--- config.mk ---
export PLATFORM = sky130hd
export DESIGN_NAME = hbfe_ctrl
export DESIGN_NICKNAME = d
export VERILOG_FILES = /design/src/design/hbfe_pkg.sv /design/src/design/hbfe_ctrl.sv
export SDC_FILE = /design/constraint.sdc
export NUM_CORES = 1
export LEC_CHECK = 0
export ABC_AREA = 1
export BUFFER_PORTS_ARGS = -buffer_cell sky130_fd_sc_hd__buf_2
export CAP_MARGIN = 30
export CORE_AREA = 2 2 39 41
export CTS_CLUSTER_SIZE = 28
export DETAILED_ROUTE_END_ITERATION = 12
export DIE_AREA = 0 0 41 43
export MAX_ROUTING_LAYER = met4
export PLACE_DENSITY = 0.49
export SYNTH_ARGS = -nofsm -noshare
export SYNTH_HDL_FRONTEND = slang
export SYNTH_SLANG_ARGS = --single-unit
export TNS_END_PERCENT = 1
--- constraint.sdc ---
create_clock -name clk -period 2.5 [get_ports clk]
set_input_delay 0.25 -clock clk [delete_from_list [all_inputs] [get_ports clk]]
set_output_delay 0.25 -clock clk [all_outputs]
set_load 0.02 [all_outputs]
--- src/design/hbfe_pkg.sv ---
// Shared constants, codes and interface types of the histogram bin fill engine.
`timescale 1ns / 1ps

package hbfe_pkg;

    localparam int MAX_BINS    = 1024;
    localparam int STORE_DEPTH = MAX_BINS + 2;
    localparam int ADDR_W      = $clog2(STORE_DEPTH);
    localparam int BIN_W       = 11;
    localparam int DATA_W      = 32;
    localparam int OP_W        = 2;
    localparam int CFG_IDX_W   = 2;
    localparam int FRAC_W      = 16;

    // Operation codes.
    localparam logic [OP_W-1:0] OP_FILL = 2'd0;
    localparam logic [OP_W-1:0] OP_SET  = 2'd1;
    localparam logic [OP_W-1:0] OP_READ = 2'd2;

    // Configuration register indexes.
    localparam logic [CFG_IDX_W-1:0] CFG_NUM_BINS   = 2'd0;
    localparam logic [CFG_IDX_W-1:0] CFG_LOW_EDGE   = 2'd1;
    localparam logic [CFG_IDX_W-1:0] CFG_BINS_SCALE = 2'd2;

    localparam logic [BIN_W-1:0]  NUM_BINS_RESET = 11'd1024;
    localparam logic [DATA_W-1:0] SCALE_RESET    = 32'd65536;

    // Commands from the controller to the datapath.
    typedef struct packed {
        logic load;
        logic diff;
        logic mul;
        logic locate;
        logic rd;
        logic finish;
        logic clr;
    } hbfe_cmd_t;

    // Status from the datapath to the controller.
    typedef struct packed {
        logic clr_last;
        logic out_busy;
    } hbfe_sts_t;

endpackage

--- src/design/hbfe_ctrl.sv ---
// Controller state machine that sequences clearing and each item.
`timescale 1ns / 1ps

module hbfe_ctrl
    import hbfe_pkg::*;
(
    input  logic      clk,
    input  logic      rst_n,
    input  logic      in_valid,
    output logic      in_ready,
    input  hbfe_sts_t sts,
    output hbfe_cmd_t cmd
);

    typedef enum logic [2:0] {
        S_CLEAR,
        S_IDLE,
        S_DIFF,
        S_MUL,
        S_LOC,
        S_RD,
        S_WB
    } state_t;

    state_t state_reg;
    state_t state_next;

    always_comb
    begin
        state_next = state_reg;
        unique case (state_reg)
            S_CLEAR: if (sts.clr_last) state_next = S_IDLE;
            S_IDLE:  if (in_valid) state_next = S_DIFF;
            S_DIFF:  state_next = S_MUL;
            S_MUL:   state_next = S_LOC;
            S_LOC:   state_next = S_RD;
            S_RD:    state_next = S_WB;
            S_WB:    if (!sts.out_busy) state_next = S_IDLE;
            default: state_next = S_IDLE;
        endcase
    end

    always_ff @(posedge clk or negedge rst_n)
    begin
        if (!rst_n)
        begin
            state_reg <= S_CLEAR;
        end
        else
        begin
            state_reg <= state_next;
        end
    end

    assign in_ready   = (state_reg == S_IDLE);
    assign cmd.load   = (state_reg == S_IDLE) && in_valid;
    assign cmd.diff   = (state_reg == S_DIFF);
    assign cmd.mul    = (state_reg == S_MUL);
    assign cmd.locate = (state_reg == S_LOC);
    assign cmd.rd     = (state_reg == S_RD);
    assign cmd.finish = (state_reg == S_WB) && !sts.out_busy;
    assign cmd.clr    = (state_reg == S_CLEAR);

endmodule

==> impl_metrics.json, run 1 <==
{
  "status": "complete, no violations",
  "crit_path_end_kind": "output port",
  "grt_pass1_vias": 262,
  "switching_share_pct": 51.5,
  "routedWlPerCell_um": 8.27,
  "ys_types": 18,
  "crit_required_ps": 2250,
  "synth_nets": 47,
  "synth.avg_cell_area_um2": 7.11,
  "start_kind": "flop",
  "cp_max_fo": 8,
  "ys_seq_area_share_pct": 25.8,
  "grt_setup_unrepaired": "false",
  "cts_tree": "yes",
  "sequentialPowerShare_pct": 19.3,
  "dpl.hpwl_um": 485,
  "switchingPower_uw": 242,
  "totalWireLength_um": 604,
  "initial_core_util_pct": 21.1,
  "syn_area_um2": 292,
  "comb_power_share_pct": 62.6,
  "htreeDepth": 1,
  "largest_reg_flops": 3,
  "vias": 290,
  "fin_nets": 64,
  "cts-root-buf": "clkbuf_4",
  "synthTopCellsByCount": "inv_1 (7), nand2_1 (7), nor2_1 (6)",
  "grt_antenna_before_repair": 0,
  "grt_start_max_net_pins": 9,
  "gp_congestion": 0.740,
  "clockPowerShare_pct": 18.1,
  "drv_slew": 0,
  "synth_cells": 41,
  "die_h_um": 43,
  "synth_area_leaders": "dfrtp_1 (26%), inv_1 (9.0%), nand2_1 (9.0%)",
  "hold_viol_final": 0,
  "viasPerCell": 3.97,
  "final_antenna_net_count": 0,
  "final_layout_size_suffix_gt1_share_pct": 38.6,
  "area_growth_pct": 36.1,
  "postCtsSetupRepairBufs": 0,
  "fmax_mhz": 675,
  "p_per_area_nw_per_um2": 1180,
  "final.setup.tns_ps": 0,
  "path_class": "reg -> out",
  "max-cap-violations": 0,
  "core_area_um2": 1380,
  "min_period_over_period_pct": 59.3,
  "min_period_ps": 1480,
  "die_w_um": 41,
  "p_leak_uw": 0.000243,
  "grt_pass1_wl_um": 897,
  "clkLatencyLatePin_ps": 230,
  "timing.hold.ws_ps": 329,
  "netlist.area_leader.share_pct": 25.8,
  "async_flop_share_pct": 100,
  "yosys.area.top_type": "dfrtp_1",
  "drt_first_pass_iters": 2,
  "synth_ff_type": "dfrtp_1",
  "peakVddDrop_uv": 245,
  "die_area_um2": 1760,
  "grt_usage_pct": 7.33,
  "synth_edf_count": 0,
  "antenna_cells": 0,
  "drtIter0Drc": 2,
  "synth_seq_cells": 3,
  "port_buffers": 12,
  "ys_warn_count": 0,
  "path_clk_slew_ps": 40,
  "cts.path.max_buffers": 2,
  "crit_arrival_ps": 1230,
  "holdCritPathClass": "in -> reg",
  "fin_worst_skew_ps": 1.32,
  "setup_viol": 0,
  "route.detailed.drc": 0,
  "num_rows": 14,
  "internal-power_uw": 228,
  "slew_headroom_pct": 76.8,
  "gr-total-overflow": 0,
  "cts_inserted_buffers": 3,
  "io_pins": 13,
  "worst_pin_slew_ps": 347,
  "cts_sinks": 3
}
-- cells in the final DEF (no fill, tap or decap), types with 2 or more instances in the layout --
| master | count |
|---|---|
| buf_2 | 12 |
| clkbuf_4 | 3 |
| dfrtp_1 | 3 |
| inv_1 | 7 |
| inv_2 | 2 |
| nand2_1 | 7 |
| nand2_4 | 2 |
| nand3_1 | 3 |
| nor2_1 | 6 |
-- per-stage QoR --
step | area [um^2] | std cells | total power (uW) | utilization [%] | setup slack (ps)
floorplan | 292 | 41 | 328 | - | 1250
global placement | 360 | 68 | 386 | 26.0 | 1170
detailed placement | 360 | 68 | 387 | 26.0 | 1150
CTS | 397 | 73 | 475 | 28.7 | 995
global route | 397 | 73 | 507 | 28.7 | 918
finish | 397 | 73 | 470 | 28.7 | 1020
-- logic make-up (layout without fill, tap and decap cells) --
logic type / after synthesis / in the layout / share of synthesized area, %
and+or+nand+nor: 24 / 24 / 48.5
DFF: 3 / 3 / 25.8
buffers and inverters: 10 / 26 / 15.5
AOI/OAI and AO/OA: 3 / 3 / 6.01
adders and majority gates: 1 / 1 / 4.29
-- critical path, stage by stage, from the launching register on --
cell	delay, ps
dfrtp_1	490
nor2_1	200
nand2_1	100
inv_1	60
buf_2	150
-- repair_timing --
| action | CTS | global route |
|---|---|---|
| endpoints found under the hold margin | 3 | 0 |
| hold buffers | 1 | 0 |
| resized for setup | 0 | 0 |
-- final cells by class --
type / count / area [um^2]
Timing Repair Buffer: 13 / 70.1
Multi-Input combinational cell: 28 / 171
Clock buffer: 4 / 26.3
Inverter: 9 / 33.8
Fill cell: 162 / 987
Sequential cell: 3 / 75.1
Tap cell: 16 / 20.0
-- metal layers --
metal / GRT usage [%] / up-vias / wire, um / part of all wire (%)
met3: 0 / 0 / 33 / 5.5
met5: - / - / 0 / 0
li1: - / 158 / - / -
met4: 4.00 / 0 / 0 / 0
met2: 11.3 / 7 / 328 / 54
met1: 9.42 / 125 / 242 / 40
-- power by group through the flow --
stage	Combinational (uW)	Sequential, uW	Clock (uW)
after detailed placement	294	92.4	0
final	294	90.7	85.2
after global routing	328	94.2	85.7
after floorplan	250	78.0	0
after CTS	298	91.5	85.3
after global placement	294	91.7	0
-- final timing paths --
path	slack, ps	endpoint	cells after the start	from
max reg2reg	1160	state_reg[0]$_DFFE_PN0P_	6	state_reg[1]$_DFFE_PN0P_
min in group asynchronous	350	state_reg[0]$_DFFE_PN0P_	2	rst_n
max	1020	cmd[3]	4	state_reg[1]$_DFFE_PN0P_
min reg2reg	710	state_reg[2]$_DFFE_PN0P_	2	state_reg[2]$_DFFE_PN0P_
max in group asynchronous	2050	state_reg[2]$_DFFE_PN0P_	2	rst_n
min	330	state_reg[0]$_DFFE_PN0P_	4	in_valid
No activity file was read; power rests on OpenSTA's default activity.
==> run 2, diff against run 1 <==
Clock period 2.5 ns to 1.48 ns, I/O delays scaled along.
==> impl_metrics.json, run 2 (synthesis results as in run 1) <==
{
  "use_met2_pct": 12.8,
  "min_path_cells": 4,
  "p_per_area_nw_per_um2": 1980,
  "drt_first_pass_iters": 3,
  "io_pins": 13,
  "antenna_cells": 0,
  "htreeDepth": 1,
  "min_period_over_period_pct": 95.3,
  "fin_nets": 65,
  "largest_reg_flops": 3,
  "holdPathEnd": "state_reg[0]$_DFFE_PN0P_",
  "timing.hold.ws_ps": 224,
  "dpl.hpwl_um": 497,
  "final_layout_size_suffix_gt1_share_pct": 41.4,
  "crit_arrival_ps": 1260,
  "mostFrequentLayoutCells": "buf_2 (12), inv_1 (7), nand2_1 (7)",
  "path_class": "reg -> out",
  "cp_max_fo": 7,
  "cts_inserted_buffers": 3,
  "viasPerCell": 4.14,
  "die_w_um": 41,
  "p_leak_uw": 0.000247,
  "r2r-end": "state_reg[0]$_DFFE_PN0P_",
  "start_kind": "flop",
  "cts_sinks": 3,
  "routedWlPerCell_um": 8.04,
  "drv_slew": 0,
  "place_inst": 69,
  "die_h_um": 43,
  "area_growth_pct": 39.1,
  "gp_congestion": 0.773,
  "slew_headroom_pct": 87.3,
  "port_buffers": 12,
  "route.detailed.drc": 0,
  "gr-total-overflow": 0,
  "final_common_cell": "buf_2",
  "grt_pass1_wl_um": 931,
  "drtIter0Drc": 3,
  "grt_start_max_net_pins": 8,
  "cts.path.max_buffers": 2,
  "initial_core_util_pct": 21.1,
  "grt_usage_pct": 7.64,
  "status": "complete, no violations",
  "min_period_ps": 1410,
  "peakVddDrop_uv": 481,
  "die_area_um2": 1760,
  "min_from": "in_valid",
  "r2r_cells": 7,
  "grt_setup_unrepaired": "false",
  "reg2reg_from": "state_reg[1]$_DFFE_PN0P_",
  "cts-root-buf": "clkbuf_4",
  "totalWireLength_um": 595,
  "final_antenna_net_count": 0,
  "path_clk_slew_ps": 40,
  "vias": 306,
  "use_met1_pct": 8.79,
  "layout.cells.non_filler": 74,
  "holdCritPathClass": "in -> reg",
  "grt_antenna_before_repair": 0,
  "crit_required_ps": 1330,
  "use_met3_pct": 0,
  "crit_path_end_kind": "output port",
  "reg2reg_slack_ps": 320,
  "cts_tree": "yes",
  "worst_pin_slew_ps": 191,
  "hold_viol_final": 0,
  "fmax_mhz": 709,
  "num_rows": 14,
  "core_area_um2": 1380,
  "grt_pass1_vias": 264,
  "top_usage_layer": "met2",
  "setup_viol": 0,
  "max-cap-violations": 0,
  "final.setup.tns_ps": 0,
  "clkLatencyLatePin_ps": 230,
  "fin_worst_skew_ps": 3.58
}
==> run 2: changes by cell type in the layout (fill, tap and decap cells not counted), sizes merged <==
| cell | delta |
|---|---|
| buf | +1 |
==> run 2: cell type report <==
| cell class | instances | area (um^2) |
|---|---|---|
| Multi-Input combinational cell | 28 | 171 |
| Sequential cell | 3 | 76.3 |
| Fill cell | 160 | 978 |
| Tap cell | 16 | 20.0 |
| Inverter | 9 | 33.8 |
| Timing Repair Buffer | 14 | 77.6 |
| Clock buffer | 4 | 26.3 |
==> run 2: where the power goes <==
group          total, uW  internal [uW]  leakage, uW  switching [uW]
Combinational        514            183     0.000194             331
Clock                141            101    0.0000150            40.4
Sequential           146            112    0.0000376            33.4
Total                801            396     0.000247             405
==> run 2: worst max-delay path by stage <==
| stage | start | endpoint | cells past startpoint |
|---|---|---|---|
| floorplan | state_reg[1]$_DFFE_PN0P_ | state_reg[0]$_DFFE_PN0P_ | 7 |
| global placement | state_reg[1]$_DFFE_PN0P_ | state_reg[0]$_DFFE_PN0P_ | 6 |
| detailed placement | state_reg[1]$_DFFE_PN0P_ | cmd[6] | 5 |
| CTS | state_reg[1]$_DFFE_PN0P_ | cmd[6] | 5 |
| global route | state_reg[1]$_DFFE_PN0P_ | cmd[2] | 5 |
| finish | state_reg[1]$_DFFE_PN0P_ | cmd[6] | 5 |
==> run 2: per-layer routing <==
layer  wire length, um  part of all wire [%]
met4                14                   2.4
met2               300                    50
met5                 0                     0
met3                34                   5.7
met1               245                    41
==> run 2: repair_timing <==
| action | CTS | global route |
|---|---|---|
| hold buffers | 1 | 0 |
| setup buffers | 0 | 0 |
| endpoints found under the setup margin | 0 | 2 |
| gates resized for setup | 0 | 1 |
| endpoints found under the hold margin | 3 | 0 |
==> run 2: worst max-delay path, cell delays in order (launching register included) <==
cell	delay, ps
dfrtp_2	430
buf_4	170
nor2_8	130
nand2_4	70
nor2_1	80
buf_2	160
==> run 2: per-stage QoR <==
stage                     area, um^2  setup slack (ps)  power [uW]  util, %
after global routing             405              3.14         865     29.3
final                            405              69.8         801     29.3
after global placement           368               288         657     26.6
after CTS                        404              35.7         808     29.2
after floorplan                  292               326         554        -
after detailed placement         368               281         662     26.6
==> run 3, diff against run 2 <==
Settings changed: ABC_AREA 1 to 0, PLACE_DENSITY 0.49 to 0.5.
==> impl_metrics.json, run 3 <==
{
  "reg2reg_from": "state_reg[1]$_DFFE_PN0P_",
  "yosys.area.top_type": "dfrtp_1",
  "critPathCapture": "in_ready",
  "ys_warn_count": 0,
  "synth_seq_cells": 3,
  "viasPerCell": 4.56,
  "p_leak_uw": 0.000225,
  "start_kind": "flop",
  "syn_area_um2": 307,
  "reg2reg_slack_ps": 110,
  "min_period_over_period_pct": 99.2,
  "drt_first_pass_iters": 2,
  "grt_usage_pct": 11.8,
  "drv_slew": 0,
  "path_clk_slew_ps": 30,
  "grt_pass1_vias": 318,
  "cp_max_fo": 9,
  "vias": 310,
  "slew_headroom_pct": 76.9,
  "post-route-util_pct": 31.6,
  "largest_reg_flops": 3,
  "cts_inserted_buffers": 3,
  "synth.most_common_cell": "inv_1",
  "r2r-end": "state_reg[0]$_DFFE_PN0P_",
  "crit_required_ps": 1330,
  "synth_nets": 41,
  "synth_edf_count": 0,
  "grt_setup_unrepaired": "true",
  "dpl.hpwl_um": 556,
  "worst_pin_slew_ps": 346,
  "fin_worst_skew_ps": 1.69,
  "clkLatencyLatePin_ps": 240,
  "startpoint": "state_reg[1]$_DFFE_PN0P_",
  "async_flop_share_pct": 100,
  "fillers": 158,
  "peakVddDrop_uv": 634,
  "max-cap-violations": 0,
  "synth_area_leaders": "dfrtp_1 (24%), buf_6 (7.3%), mux2i_1 (6.5%)",
  "port_buffers": 12,
  "min_period_ps": 1470,
  "ys_types": 23,
  "netlist.area_leader.share_pct": 24.5,
  "fin_nets": 59,
  "initial_core_util_pct": 22.2,
  "synth_cells": 35,
  "status": "complete, no violations",
  "totalWireLength_um": 797,
  "layout.cells.non_filler": 68,
  "cts-root-buf": "clkbuf_4",
  "drtIter0Drc": 6,
  "path_class": "reg -> out",
  "grt_start_max_net_pins": 11,
  "final_antenna_net_count": 0,
  "ys_seq_area_share_pct": 24.5,
  "cts.path.max_buffers": 2,
  "grt_antenna_before_repair": 0,
  "gp_congestion": 0.700,
  "crit_arrival_ps": 1320,
  "antenna_cells": 0,
  "area_growth_pct": 42.9,
  "r2r_cells": 4,
  "synthTopCellsByCount": "inv_1 (4), dfrtp_1 (3), nor2_1 (3)",
  "route.detailed.drc": 0,
  "crit_path_end_kind": "output port",
  "num_rows": 14,
  "dp_worst_setup_slack_ps": 72.3,
  "gr-total-overflow": 0,
  "die_w_um": 41,
  "fmax_mhz": 681,
  "postCtsSetupRepairBufs": 0,
  "die_area_um2": 1760,
  "grt_pass1_wl_um": 1260,
  "die_h_um": 43,
  "place_inst": 63,
  "setup_slack_ps": 11.3,
  "final_common_cell": "buf_2",
  "io_pins": 13,
  "routedWlPerCell_um": 11.7,
  "htreeDepth": 1,
  "final_layout_size_suffix_gt1_share_pct": 51.9,
  "cts_sinks": 3,
  "synth_ff_type": "dfrtp_1",
  "cts_tree": "yes",
  "synth.avg_cell_area_um2": 8.76,
  "setup_viol": 0,
  "core_area_um2": 1380,
  "p_per_area_nw_per_um2": 2390,
  "mostFrequentLayoutCells": "buf_2 (11), inv_1 (3), clkbuf_4 (3)",
  "final.setup.tns_ps": 0,
  "holdCritPathClass": "in -> reg",
  "hold_viol_final": 0
}
## run 3: changes by cell type after synthesis, sizes merged, moves of 2 or more
cell,delta
inv,-5
nor2b,+2
nor3b,+2
mux2i,+2
nor2,-4
buf,+2
nand2,-9
and3,+2
nand3,-4
## run 3: power by group
| group | internal, uW | leakage [uW] | switching (uW) |
|---|---|---|---|
| Clock | 101 | 0.0000150 | 43.3 |
| Sequential | 125 | 0.0000364 | 59.5 |
| Combinational | 336 | 0.000174 | 381 |
## run 3: logic make-up after synthesis
family | Yosys count | synth area share [%]
AOI/OAI and AO/OA | 7 | 18.8
adders and majority gates | 1 | 4.08
buffers and inverters | 7 | 13.9
DFF | 3 | 24.5
muxes | 2 | 6.53
and+or+nand+nor | 15 | 32.2
## run 3: timing repair
action | in CTS | in global routing
hold buffers | 1 | 0
setup endpoints to repair | 2 | 4
gates resized for setup | 6 | 2
pin swaps | 1 | 0
hold endpoints to repair | 3 | 0
## run 3: critical path: stages, from the launching register on
cell     delay (ps)
dfrtp_1         380
buf_6           140
or3b_4          400
inv_2            60
buf_6           100
## run 3: routing by layer
| layer | part of all wire, % | track usage [%] | up-vias |
|---|---|---|---|
| met5 | 0 | - | - |
| met4 | 0 | 12.0 | 0 |
| met3 | 6.6 | 3.14 | 0 |
| met2 | 50 | 15.9 | 10 |
| met1 | 43 | 12.6 | 143 |
| li1 | - | - | 157 |
## run 3: stage by stage
| stage | total power (uW) | hold WS, ps | instance area, um^2 |
|---|---|---|---|
| after detailed placement | 841 | -54.3 | 382 |
| after global routing | 1140 | 175 | 438 |
| final | 1050 | 159 | 438 |
| after CTS | 1040 | 160 | 434 |
| after floorplan | 687 | -148 | 307 |
| after global placement | 835 | -55.7 | 382 |
## run 3: worst min-delay path by stage
stage | from | to | slack (ps) | cells past startpoint
2_1_floorplan | rst_n | state_reg[0]$_DFFE_PN0P_ | -150 | 0
3_3_place_gp | rst_n | state_reg[1]$_DFFE_PN0P_ | -60 | 1
3_5_place_dp | rst_n | state_reg[0]$_DFFE_PN0P_ | -50 | 1
4_1_cts | in_valid | state_reg[0]$_DFFE_PN0P_ | 160 | 2
5_1_grt | in_valid | state_reg[0]$_DFFE_PN0P_ | 180 | 2
6_report | in_valid | state_reg[0]$_DFFE_PN0P_ | 160 | 2
## run 3: final cells by class
| type | count | area [um^2] | area share (%) |
|---|---|---|---|
| Inverter | 4 | 15.0 | 3.43 |
| Clock buffer | 4 | 26.3 | 6.00 |
| Sequential cell | 3 | 76.3 | 17.4 |
| Timing Repair Buffer | 16 | 103 | 23.4 |
| Tap cell | 16 | 20.0 | 4.57 |
| Multi-Input combinational cell | 25 | 198 | 45.1 |
